## src/sv/y2r_pkg.sv

```systemverilog
// ----------------------------------------------------------------------------
// y2r_pkg
// Shared widths, register indexes, reset values and stage types for the
// YUYV to RGB converter.
// ----------------------------------------------------------------------------
`default_nettype none

package y2r_pkg;

    localparam int unsigned PIX_W      = 8;   // one sample or one colour channel
    localparam int unsigned COEF_W     = 10;  // gain and chroma coefficients
    localparam int unsigned CFG_IDX_W  = 3;
    localparam int unsigned CFG_DATA_W = 10;
    localparam int unsigned IN_W       = 32;  // Y0, U, Y1, V
    localparam int unsigned OUT_W      = 80;  // two pixels of R, G, B, RGB565
    localparam int unsigned DIFF_W     = 9;   // luma minus offset, signed
    localparam int unsigned CHR_W      = 8;   // chroma minus bias, signed
    localparam int unsigned YPROD_W    = 20;  // gain * luma difference
    localparam int unsigned CPROD_W    = 19;  // coefficient * chroma difference
    localparam int unsigned SUM_W      = 20;  // channel sum before the shift
    localparam int unsigned RGB565_W   = 16;

    // Register indexes
    localparam logic [CFG_IDX_W-1:0] CFG_LUMA_OFFSET  = 3'd0;
    localparam logic [CFG_IDX_W-1:0] CFG_LUMA_GAIN    = 3'd1;
    localparam logic [CFG_IDX_W-1:0] CFG_RED_FROM_V   = 3'd2;
    localparam logic [CFG_IDX_W-1:0] CFG_GREEN_FROM_U = 3'd3;
    localparam logic [CFG_IDX_W-1:0] CFG_GREEN_FROM_V = 3'd4;
    localparam logic [CFG_IDX_W-1:0] CFG_BLUE_FROM_U  = 3'd5;

    // Reset values
    localparam logic [PIX_W-1:0]  RST_LUMA_OFFSET  = 8'd0;
    localparam logic [COEF_W-1:0] RST_LUMA_GAIN    = 10'd298;
    localparam logic [COEF_W-1:0] RST_RED_FROM_V   = 10'd400;
    localparam logic [COEF_W-1:0] RST_GREEN_FROM_U = 10'd100;
    localparam logic [COEF_W-1:0] RST_GREEN_FROM_V = 10'd208;
    localparam logic [COEF_W-1:0] RST_BLUE_FROM_U  = 10'd516;

    localparam logic signed [SUM_W-1:0] ROUND_HALF = 20'sd128;

    typedef struct packed {
        logic [PIX_W-1:0]  luma_offset;
        logic [COEF_W-1:0] luma_gain;
        logic [COEF_W-1:0] red_from_v;
        logic [COEF_W-1:0] green_from_u;
        logic [COEF_W-1:0] green_from_v;
        logic [COEF_W-1:0] blue_from_u;
    } t_cfg;

    typedef struct packed {
        logic signed [DIFF_W-1:0] y0;
        logic signed [DIFF_W-1:0] y1;
        logic signed [CHR_W-1:0]  u;
        logic signed [CHR_W-1:0]  v;
    } t_diff;

    typedef struct packed {
        logic signed [YPROD_W-1:0] ys0;
        logic signed [YPROD_W-1:0] ys1;
        logic signed [CPROD_W-1:0] rv;
        logic signed [CPROD_W-1:0] gu;
        logic signed [CPROD_W-1:0] gv;
        logic signed [CPROD_W-1:0] bu;
    } t_prod;

    typedef struct packed {
        logic signed [SUM_W-1:0] r0;
        logic signed [SUM_W-1:0] g0;
        logic signed [SUM_W-1:0] b0;
        logic signed [SUM_W-1:0] r1;
        logic signed [SUM_W-1:0] g1;
        logic signed [SUM_W-1:0] b1;
    } t_sums;

endpackage

`default_nettype wire

```

## src/sv/y2r_mult.sv

```systemverilog
// ----------------------------------------------------------------------------
// y2r_mult
// Bias removal stage followed by the coefficient multiply stage.
// ----------------------------------------------------------------------------
`default_nettype none

module y2r_mult (
    input  wire                        i_clk,
    input  wire                        i_rst_n,
    input  wire y2r_pkg::t_cfg         i_cfg,
    input  wire                        i_valid,
    output logic                       o_ready,
    input  wire [y2r_pkg::IN_W-1:0]    i_data,
    output logic                       o_valid,
    input  wire                        i_ready,
    output y2r_pkg::t_prod             o_prod
);

    logic           r_v1;
    logic           r_v2;
    y2r_pkg::t_diff r_diff;
    y2r_pkg::t_diff n_diff;
    y2r_pkg::t_prod r_prod;
    y2r_pkg::t_prod n_prod;
    logic           en1;
    logic           en2;

    assign en2     = !r_v2 || i_ready;
    assign en1     = !r_v1 || en2;
    assign o_ready = en1;
    assign o_valid = r_v2;
    assign o_prod  = r_prod;

    // Remove luma offset and chroma bias (U - 128 is U with its top bit flipped)
    always_comb begin
        n_diff.y0 = $signed({1'b0, i_data[7:0]})   - $signed({1'b0, i_cfg.luma_offset});
        n_diff.y1 = $signed({1'b0, i_data[23:16]}) - $signed({1'b0, i_cfg.luma_offset});
        n_diff.u  = $signed({~i_data[15], i_data[14:8]});
        n_diff.v  = $signed({~i_data[31], i_data[30:24]});
    end

    always_comb begin
        n_prod.ys0 = y2r_pkg::YPROD_W'($signed({1'b0, i_cfg.luma_gain}))
                     * y2r_pkg::YPROD_W'(r_diff.y0);
        n_prod.ys1 = y2r_pkg::YPROD_W'($signed({1'b0, i_cfg.luma_gain}))
                     * y2r_pkg::YPROD_W'(r_diff.y1);
        n_prod.rv  = y2r_pkg::CPROD_W'($signed({1'b0, i_cfg.red_from_v}))
                     * y2r_pkg::CPROD_W'(r_diff.v);
        n_prod.gu  = y2r_pkg::CPROD_W'($signed({1'b0, i_cfg.green_from_u}))
                     * y2r_pkg::CPROD_W'(r_diff.u);
        n_prod.gv  = y2r_pkg::CPROD_W'($signed({1'b0, i_cfg.green_from_v}))
                     * y2r_pkg::CPROD_W'(r_diff.v);
        n_prod.bu  = y2r_pkg::CPROD_W'($signed({1'b0, i_cfg.blue_from_u}))
                     * y2r_pkg::CPROD_W'(r_diff.u);
    end

    always_ff @(posedge i_clk) begin
        if (!i_rst_n) begin
            r_v1 <= 1'b0;
            r_v2 <= 1'b0;
        end else begin
            if (en1) begin
                r_v1 <= i_valid;
            end
            if (en2) begin
                r_v2 <= r_v1;
            end
        end
    end

    always_ff @(posedge i_clk) begin
        if (en1 && i_valid) begin
            r_diff <= n_diff;
        end
        if (en2 && r_v1) begin
            r_prod <= n_prod;
        end
    end

endmodule

`default_nettype wire

```

## src/sv/y2r_sum.sv

```systemverilog
// ----------------------------------------------------------------------------
// y2r_sum
// Channel sum stage: luma term plus or minus chroma terms plus rounding half.
// ----------------------------------------------------------------------------
`default_nettype none

module y2r_sum (
    input  wire             i_clk,
    input  wire             i_rst_n,
    input  wire             i_valid,
    output logic            o_ready,
    input  wire y2r_pkg::t_prod i_prod,
    output logic            o_valid,
    input  wire             i_ready,
    output y2r_pkg::t_sums  o_sums
);

    logic           r_valid;
    y2r_pkg::t_sums r_sums;
    y2r_pkg::t_sums n_sums;
    logic           en;

    assign en      = !r_valid || i_ready;
    assign o_ready = en;
    assign o_valid = r_valid;
    assign o_sums  = r_sums;

    always_comb begin
        n_sums.r0 = i_prod.ys0 + y2r_pkg::SUM_W'(i_prod.rv) + y2r_pkg::ROUND_HALF;
        n_sums.g0 = i_prod.ys0 - y2r_pkg::SUM_W'(i_prod.gu) - y2r_pkg::SUM_W'(i_prod.gv)
                    + y2r_pkg::ROUND_HALF;
        n_sums.b0 = i_prod.ys0 + y2r_pkg::SUM_W'(i_prod.bu) + y2r_pkg::ROUND_HALF;
        n_sums.r1 = i_prod.ys1 + y2r_pkg::SUM_W'(i_prod.rv) + y2r_pkg::ROUND_HALF;
        n_sums.g1 = i_prod.ys1 - y2r_pkg::SUM_W'(i_prod.gu) - y2r_pkg::SUM_W'(i_prod.gv)
                    + y2r_pkg::ROUND_HALF;
        n_sums.b1 = i_prod.ys1 + y2r_pkg::SUM_W'(i_prod.bu) + y2r_pkg::ROUND_HALF;
    end

    always_ff @(posedge i_clk) begin
        if (!i_rst_n) begin
            r_valid <= 1'b0;
        end else if (en) begin
            r_valid <= i_valid;
        end
    end

    always_ff @(posedge i_clk) begin
        if (en && i_valid) begin
            r_sums <= n_sums;
        end
    end

endmodule

`default_nettype wire

```

## src/sv/y2r_pack.sv

```systemverilog
// ----------------------------------------------------------------------------
// y2r_pack
// Shift, saturate to 0..255 and pack RGB565; holds the output beat.
// ----------------------------------------------------------------------------
`default_nettype none

module y2r_pack (
    input  wire                       i_clk,
    input  wire                       i_rst_n,
    input  wire                       i_valid,
    output logic                      o_ready,
    input  wire y2r_pkg::t_sums       i_sums,
    output logic                      o_valid,
    input  wire                       i_ready,
    output logic [y2r_pkg::OUT_W-1:0] o_data
);

    // Floor shift by 8, clamp negative to 0 and overflow to 255
    function automatic logic [y2r_pkg::PIX_W-1:0] sat8(
        input logic signed [y2r_pkg::SUM_W-1:0] s
    );
        logic [y2r_pkg::PIX_W-1:0] res;
        if (s[y2r_pkg::SUM_W-1]) begin
            res = '0;
        end else if (|s[y2r_pkg::SUM_W-2:16]) begin
            res = '1;
        end else begin
            res = s[15:8];
        end
        return res;
    endfunction

    function automatic logic [y2r_pkg::RGB565_W-1:0] rgb565(
        input logic [y2r_pkg::PIX_W-1:0] r,
        input logic [y2r_pkg::PIX_W-1:0] g,
        input logic [y2r_pkg::PIX_W-1:0] b
    );
        return {r[7:3], g[7:2], b[7:3]};
    endfunction

    logic                      r_valid;
    logic [y2r_pkg::OUT_W-1:0] r_data;
    logic [y2r_pkg::OUT_W-1:0] n_data;
    logic [y2r_pkg::PIX_W-1:0] r0, g0, b0, r1, g1, b1;
    logic                      en;

    assign en      = !r_valid || i_ready;
    assign o_ready = en;
    assign o_valid = r_valid;
    assign o_data  = r_data;

    always_comb begin
        r0 = sat8(i_sums.r0);
        g0 = sat8(i_sums.g0);
        b0 = sat8(i_sums.b0);
        r1 = sat8(i_sums.r1);
        g1 = sat8(i_sums.g1);
        b1 = sat8(i_sums.b1);
        n_data = {rgb565(r1, g1, b1), b1, g1, r1, rgb565(r0, g0, b0), b0, g0, r0};
    end

    always_ff @(posedge i_clk) begin
        if (!i_rst_n) begin
            r_valid <= 1'b0;
        end else if (en) begin
            r_valid <= i_valid;
        end
    end

    always_ff @(posedge i_clk) begin
        if (en && i_valid) begin
            r_data <= n_data;
        end
    end

endmodule

`default_nettype wire

```

## src/sv/yuyv_to_rgb_converter_core.sv

```systemverilog
// ----------------------------------------------------------------------------
// yuyv_to_rgb_converter_core
// YUYV 4:2:2 macro-pixel in, two RGB888 pixels plus their RGB565 words out.
// ----------------------------------------------------------------------------
// One beat on the slave side carries a macro-pixel (Y0, U, Y1, V); one beat on
// the master side carries both converted pixels. The block takes one beat per
// clock unless a stall on m_axis_tready has filled every stage, and passes
// each beat through offset removal, coefficient multiply, channel sum, and
// saturate/pack into the output register on its way to the master side. Each
// stage holds only while it is full and the stage after it cannot take its beat,
// so bubbles collapse and a stall on m_axis_tready reaches s_axis_tready in the
// same cycle only once every stage is full. Coefficients come from six registers
// written through the plain write port; write them only while no beat is in flight.
// ----------------------------------------------------------------------------
`default_nettype none

module yuyv_to_rgb_converter_core (
    input  wire                             i_clk,
    input  wire                             i_rst_n,
    // Configuration write port
    input  wire                             i_cfg_we,
    input  wire [y2r_pkg::CFG_IDX_W-1:0]    i_cfg_idx,
    input  wire [y2r_pkg::CFG_DATA_W-1:0]   i_cfg_data,
    // Slave side
    input  wire                             s_axis_tvalid,
    output logic                            s_axis_tready,
    // luma_first[7:0], chroma_blue[15:8], luma_second[23:16], chroma_red[31:24]
    input  wire [y2r_pkg::IN_W-1:0]         s_axis_tdata,
    // Master side
    output logic                            m_axis_tvalid,
    input  wire                             m_axis_tready,
    // red_first[7:0], green_first[15:8], blue_first[23:16], packed_first[39:24],
    // red_second[47:40], green_second[55:48], blue_second[63:56],
    // packed_second[79:64]
    output logic [y2r_pkg::OUT_W-1:0]       m_axis_tdata
);

    y2r_pkg::t_cfg  r_cfg;
    y2r_pkg::t_prod prod;
    y2r_pkg::t_sums sums;
    logic           prod_valid;
    logic           sum_ready;
    logic           sum_valid;
    logic           pack_ready;

    // Coefficient registers: keep only each register's low bits, drop writes
    // to unknown indexes
    always_ff @(posedge i_clk) begin
        if (!i_rst_n) begin
            r_cfg.luma_offset  <= y2r_pkg::RST_LUMA_OFFSET;
            r_cfg.luma_gain    <= y2r_pkg::RST_LUMA_GAIN;
            r_cfg.red_from_v   <= y2r_pkg::RST_RED_FROM_V;
            r_cfg.green_from_u <= y2r_pkg::RST_GREEN_FROM_U;
            r_cfg.green_from_v <= y2r_pkg::RST_GREEN_FROM_V;
            r_cfg.blue_from_u  <= y2r_pkg::RST_BLUE_FROM_U;
        end else if (i_cfg_we) begin
            case (i_cfg_idx)
                y2r_pkg::CFG_LUMA_OFFSET: begin
                    r_cfg.luma_offset <= i_cfg_data[y2r_pkg::PIX_W-1:0];
                end
                y2r_pkg::CFG_LUMA_GAIN:    r_cfg.luma_gain    <= i_cfg_data;
                y2r_pkg::CFG_RED_FROM_V:   r_cfg.red_from_v   <= i_cfg_data;
                y2r_pkg::CFG_GREEN_FROM_U: r_cfg.green_from_u <= i_cfg_data;
                y2r_pkg::CFG_GREEN_FROM_V: r_cfg.green_from_v <= i_cfg_data;
                y2r_pkg::CFG_BLUE_FROM_U:  r_cfg.blue_from_u  <= i_cfg_data;
                default: begin
                end
            endcase
        end
    end

    // Stages one and two: offset removal, then the six products
    y2r_mult u_mult (
        .i_clk   (i_clk),
        .i_rst_n (i_rst_n),
        .i_cfg   (r_cfg),
        .i_valid (s_axis_tvalid),
        .o_ready (s_axis_tready),
        .i_data  (s_axis_tdata),
        .o_valid (prod_valid),
        .i_ready (sum_ready),
        .o_prod  (prod)
    );

    // Stage three: channel sums with rounding
    y2r_sum u_sum (
        .i_clk   (i_clk),
        .i_rst_n (i_rst_n),
        .i_valid (prod_valid),
        .o_ready (sum_ready),
        .i_prod  (prod),
        .o_valid (sum_valid),
        .i_ready (pack_ready),
        .o_sums  (sums)
    );

    // Stage four: saturate, pack and hold the output beat
    y2r_pack u_pack (
        .i_clk   (i_clk),
        .i_rst_n (i_rst_n),
        .i_valid (sum_valid),
        .o_ready (pack_ready),
        .i_sums  (sums),
        .o_valid (m_axis_tvalid),
        .i_ready (m_axis_tready),
        .o_data  (m_axis_tdata)
    );

endmodule

`default_nettype wire

```

## config.mk

```make
export PLATFORM = sky130hd
export DESIGN_NAME = yuyv_to_rgb_converter_core
export DESIGN_NICKNAME = d
export VERILOG_FILES = /design/src/sv/y2r_pkg.sv /design/src/sv/y2r_mult.sv /design/src/sv/y2r_sum.sv /design/src/sv/y2r_pack.sv /design/src/sv/yuyv_to_rgb_converter_core.sv
export SDC_FILE = /design/constraint.sdc
export NUM_CORES = 2
export LEC_CHECK = 0
export BUFFER_PORTS_ARGS = -buffer_cell sky130_fd_sc_hd__buf_2
export CAP_MARGIN = 10
export CORE_ASPECT_RATIO = 0.8
export CORE_MARGIN = 4
export CORE_UTILIZATION = 65
export CTS_BUF_LIST = sky130_fd_sc_hd__clkbuf_8
export DETAILED_ROUTE_END_ITERATION = 12
export PLACE_DENSITY = 0.92
export SETUP_SLACK_MARGIN = 0.15
export SLEW_MARGIN = 40
export SYNTH_ARGS = -nofsm -noshare
export SYNTH_HDL_FRONTEND = slang
export SYNTH_SLANG_ARGS = --single-unit
```

## constraint.sdc

```tcl
create_clock -name i_clk -period 10.6 [get_ports i_clk]
set_input_delay 2.65 -clock i_clk [delete_from_list [all_inputs] [get_ports i_clk]]
set_output_delay 2.65 -clock i_clk [all_outputs]
set_load 0.005 [all_outputs]
```

# ---- Word-level counts from Yosys, hierarchy flattened
# Cells that the tools add are included.
dict set report totals {
  romBits 0
  word_cells 99
  ram_bits 0
  register_bits 412
  n_memories 0
  output_inout_bits 82
  input_bits 50
  latchBits 0
}
dict set report op_classes {
  n_lt_le_gt_ge 0
  addsub 16
  mul 6
  shift 0
  muxes 12
  n_bitwise 2
  eq_ne 5
  n_reduce_logical 25
  n_div 0
}
# operator count
set ops {}
lappend ops {{$add 20x9->20 const B} 6}
lappend ops {{$mux 8} 12}
lappend ops {{$add 20x19->20} 4}
lappend ops {{$sub 20x19->20} 4}
lappend ops {{$mul 11x8->19} 4}
lappend ops {{$mul 11x9->20} 2}
lappend ops {{$reduce_or 3->1} 6}
lappend ops {{$sub 8x8->9} 2}
lappend ops {{$reduce_and 2->1} 6}
lappend ops {{$eq 3x2->1 const B} 2}
lappend ops {{$eq 3x3->1 const B} 2}
lappend ops {{$logic_and 1x1->1} 4}
lappend ops {{$logic_not 1->1} 4}
lappend ops {{$logic_or 1x1->1} 4}
lappend ops {{$eq 3x1->1 const B} 1}
lappend ops {{$logic_not 3->1} 1}
lappend ops {{$not 1->1} 2}

# ---- Longest topological paths before layout
dict set report logic_depth {
  ltp_word 6
  mapped_depth 22
  mapped_depth_nobuf 21
}

# ---- Cells and area by module
# From an unflattened synthesis, not the netlist that was laid out.
dict set report hier_totals {
  hier_cells 3694
  hier_area_um2 37956.4
}
# mod seq_area_each_um2 cells_per_inst area_per_inst_um2 n_inst
set by_module_without_submodules {}
lappend by_module_without_submodules {y2r_mult 4544.4 2240 22271.4 1}
lappend by_module_without_submodules {y2r_sum 3623.5 1039 11143.2 1}
lappend by_module_without_submodules {y2r_pack 1461.4 199 2303.5 1}
lappend by_module_without_submodules {yuyv_to_rgb_converter_core 1161.1 216 2238.4 1}

# ---- Worst setup path after synthesis
# Ideal clock, no wire load.
dict set report synth_path {
  path_kind {input-to-reg}
  start {input port m_axis_tready}
  end {register u_mult.r_prod, in the netlist u_mult.o_prod[0], enable pin}
  required_time_ns 9.994
  arrival_time_ns 8.074
  setup_ns 0.606
  cell_stages 3
  n_path_buf 0
  path_slack_ns 1.920
  cell_sequence {nor2b_1 > and3_1 > nor2b_1}
}
dict set report synth_between {
  elab_chain_cells 4
}
# element line
set synth_lines {}
lappend synth_lines {{start: declaration} yuyv_to_rgb_converter_core.sv:31} ;# input wire m_axis_tready,
lappend synth_lines {{$logic_or 1x1->1} y2r_pack.sv:47} ;# assign en = !r_valid || i_ready;
lappend synth_lines {{$logic_or 1x1->1} y2r_sum.sv:23} ;# assign en = !r_valid || i_ready;
lappend synth_lines {{$logic_or 1x1->1} y2r_mult.sv:28} ;# assign en2 = !r_v2 || i_ready;
lappend synth_lines {{$logic_and 1x1->1} y2r_mult.sv:75} ;# if (en2 && r_v1) begin
lappend synth_lines {{end signal: assignment} y2r_mult.sv:76} ;# r_prod <= n_prod;
lappend synth_lines {{end: declaration} y2r_mult.sv:23} ;# y2r_pkg::t_prod r_prod;
# Every way passes these cells.
# A chain may end at the register's enable or synchronous reset.

# ---- Final worst setup path
dict set report layout_path {
  start {input port m_axis_tready}
  end {output port s_axis_tready}
}
dict set report layout_between {
  elab_chain_cells 4
}
# element line
set layout_lines {}
lappend layout_lines {{$logic_or 1x1->1} y2r_pack.sv:47}
lappend layout_lines {{$logic_or 1x1->1} y2r_sum.sv:23}
lappend layout_lines {{$logic_or 1x1->1} y2r_mult.sv:28}
lappend layout_lines {{$logic_or 1x1->1} y2r_mult.sv:29} ;# assign en1 = !r_v1 || en2;
lappend layout_lines {{end: declaration} yuyv_to_rgb_converter_core.sv:26} ;# output logic s_axis_tready,
# Every way passes these cells.

==> impl_results.md <==
- Status: finished, final reports clean
- Netlist Area Pre-Place: around 34000 sq um
- Slew at the pin with the worst max-slew slack: 0.893 ns
- Core ar.: 51600 sq um
- Final Hold Viols: 0
- CTS tree: built
- Initial antenna violation count: 5
- Placement Setup Slack: about 4.2 ns
- Register share of total power: 0.262
- Syn nets: ~4300
- Max-cap violations: 0
- Seq/Total Area, Yosys: 0.273
- Share of total power in combinational logic: 0.592
- R2R depth: 15
- CP startpoint: m_axis_tready
- #FFs+latches synth: between 300 and 400
- Mapped Cells: ~3400
- Worst Setup End Kind: output port
- Final min period: ~6.4 ns
- Global-route wire length before repair: around 130000 um
- # DRC: 0
- CP max FO: 5
- Sink Count: 332
- PD cells: 230 nW/um^2
- Largest net degree at the start of global routing: 73
- Fin. max-slew vios: 0
- Die width: between 200 and 300 um
- Synth Flop Type: edfxtp_1
- Floorplan row count: 74
- Vias per inst: 5.80
- Overall power: ~0.0084 W
- Clock share of power: 0.146
- Initial Util: 0.664
- Layout cells sized above 1: 0.0723
- Avg Inst Size Synth: between 10 and 15 sq um
- Root Buffer: clkbuf_8
- Synth unique cells: 61
- Register-to-Register Setup Slack: approximately 5.0 ns
- Worst vdd ir: around 0.00024 V
- Hold Path Class: reg2reg
- Layout Skew: approximately 0.03 ns
- Clock buffer count from CTS: 55
- Ports: 132
- PortBufs: ~130
- Required @ worst endpoint: ~8.0 ns
- Critical Path Start Type: input pin
- Routed Antenna Nets: 0
- Clk Latency, worst-skew pair: ~0.68 ns
- Pre-antenna DRT Iters: 6
- Gr usage total: 0.283
- Start of the worst register-to-register path: u_mult.r_diff[15]
- Placer Congestion: around 0.95
- Hold-fix buffers, CTS: 0
- Setup WS post-layout: approximately 4.2 ns
- Final net count: between 4000 and 5000
- Final TNS setup: 0 ns
- Setup CP Type: in2out
- Switch Pwr: between 0.003 and 0.004 W
- DRT iter0 DRCs: 2203
- Die ar.: roughly 56000 sq um
- Net Sw Frac: 0.438
- Clock tree buffer depth: 3
- Fillers: 3393
- Tcrit/Tclk final: 0.605
- H-tree levels: 2
- Area growth syn-to-layout: 6.23%
- Worst setup path endpoint: s_axis_tready
- Final setup viols: 0
- Vias: between 20000 and 25000
- Vias in the first global route: between 20000 and 25000
- LEAKAGE: 17.6 nW
- Die Span Y: around 210 um
- YS warnings: 0
- Ys async rst share: 0
- Post-synth EDFFs: 270
- Post-CTS Setup Inserts: 0
- Post-cts resize count: 0
- Crit path DAT: 3.76 ns
- Slew HR: 0.405
- Residual overflow from global routing: 0
- Reg2Reg Capture Point: u_mult.o_prod[17]
- Hpwl dp: around 60000 um
- Routed WL: 78700 um
- Clk slew on worst S/H paths: 0.06 ns
- Fmax achieved: 156 MHz
- Unrepaired setup endpoints after global routing: false
- Drt wl/cell: ~19 um
- Internal power: 0.00471 W
## worst max-delay path, stage by stage
cell and delay (ns):
buf_2 0.10, nor2b_1 0.44, and3_1 0.35, nand2_1 0.10
buf_2 0.13
## through the flow
step / hold WS [ns] / util / instances / cell area [sq um]
2_1_floorplan: 0.443 / - / 3396 / 34300
3_3_place_gp: 0.458 / 0.683 / 4079 / 35200
3_5_place_dp: 0.459 / 0.683 / 4079 / 35200
4_1_cts: 0.468 / 0.706 / 4181 / 36400
5_1_grt: 0.484 / 0.706 / 4181 / 36400
6_report: 0.467 / 0.706 / 4182 / 36400
## flip-flops by register name, indices dropped and copies added (netlist names)
register,cells
r_cfg,58
u_mult.o_prod,116
u_mult.o_valid,1
u_mult.r_diff,34
u_mult.r_v1,1
u_pack.o_data,48
u_pack.o_valid,1
u_sum.o_sums,72
u_sum.o_valid,1
## layer usage
layer	GRT usage	routed length (um)	vias to the layer above
met5	0	21	-
met4	0.123	3370	4
met3	0.0642	7660	235
met2	0.452	35600	1099
met1	0.377	32000	11764
li1	-	-	11151
## power by group through the flow
stage | clock, W | combinational (W) | sequential [W]
floorplan | 0 | 0.00360 | 0.00206
global placement | 0 | 0.00451 | 0.00220
detailed placement | 0 | 0.00476 | 0.00221
CTS | 0.00124 | 0.00484 | 0.00218
global route | 0.00130 | 0.00546 | 0.00221
finish | 0.00122 | 0.00495 | 0.00220
## cell usage after synthesis, drive strengths merged, types with 44 or more instances
master    n  area share
a21boi   53       0.012
a21o     44      0.0096
a21oi    87       0.013
and2    269       0.049
clkbuf  100       0.011
dfxtp    62       0.036
edfxtp  270        0.24
fa      346        0.20
ha      528        0.19
inv     520       0.057
nand2   339       0.037
nor2    203       0.022
xnor2   114       0.029
xor2     44       0.011
## cells in the final DEF (no fill, tap or decap), types with 25 or more instances in the layout
| cell | Yosys | final |
|---|---|---|
| a21boi_0 | 52 | 51 |
| fa_1 | 346 | 346 |
| xnor2_1 | 114 | 114 |
| nor2_1 | 203 | 202 |
| edfxtp_1 | 270 | 270 |
| nor2b_1 | 43 | 41 |
| nand3_1 | 37 | 37 |
| xor2_1 | 44 | 44 |
| a21oi_1 | 86 | 86 |
| inv_1 | 520 | 534 |
| nor3_1 | 33 | 31 |
| a21o_1 | 44 | 44 |
| ha_1 | 528 | 528 |
| clkbuf_8 | 0 | 58 |
| nand2_1 | 339 | 339 |
| nand2b_1 | 40 | 40 |
| o21a_1 | 25 | 25 |
| buf_2 | 0 | 130 |
| dfxtp_1 | 62 | 62 |
| and2_1 | 269 | 268 |
| o21ai_0 | 40 | 40 |
## worst min-delay path by stage
| stage | start | endpoint | slack, ns | cells after the start |
|---|---|---|---|---|
| floorplan | r_cfg[52] | r_cfg[52] | 0.44 | 2 |
| global placement | r_cfg[56] | r_cfg[56] | 0.46 | 2 |
| detailed placement | r_cfg[54] | r_cfg[54] | 0.46 | 2 |
| CTS | r_cfg[54] | r_cfg[54] | 0.47 | 2 |
| global route | r_cfg[53] | r_cfg[53] | 0.48 | 2 |
| finish | r_cfg[56] | r_cfg[56] | 0.47 | 2 |
## logic make-up after synthesis
family | count (synthesis) | share of synthesized area
xor gates and xnor gates | 158 | 0.0404
DFF | 332 | 0.273
AOI/OAI and AO/OA | 346 | 0.0701
buffers and inverters | 658 | 0.0756
and+or+nand+nor | 1027 | 0.146
adders and majority gates | 874 | 0.395
muxes | 1 | 0.000292
## final cells by class
| cell class | instances | area, sq um | share of cell area |
|---|---|---|---|
| clock buffer | 58 | 798 | 0.0219 |
| clock inverter | 44 | 370 | 0.0102 |
| tap | 684 | 856 | 0.0235 |
| multi-input combinational | 2406 | 22400 | 0.614 |
| inverter | 520 | 1950 | 0.0536 |
| sequential | 332 | 9350 | 0.257 |
| timing repair buffer | 137 | 707 | 0.0194 |
| antenna | 1 | 2.50 | 0.0000688 |
(Power assumes the default switching activity.)
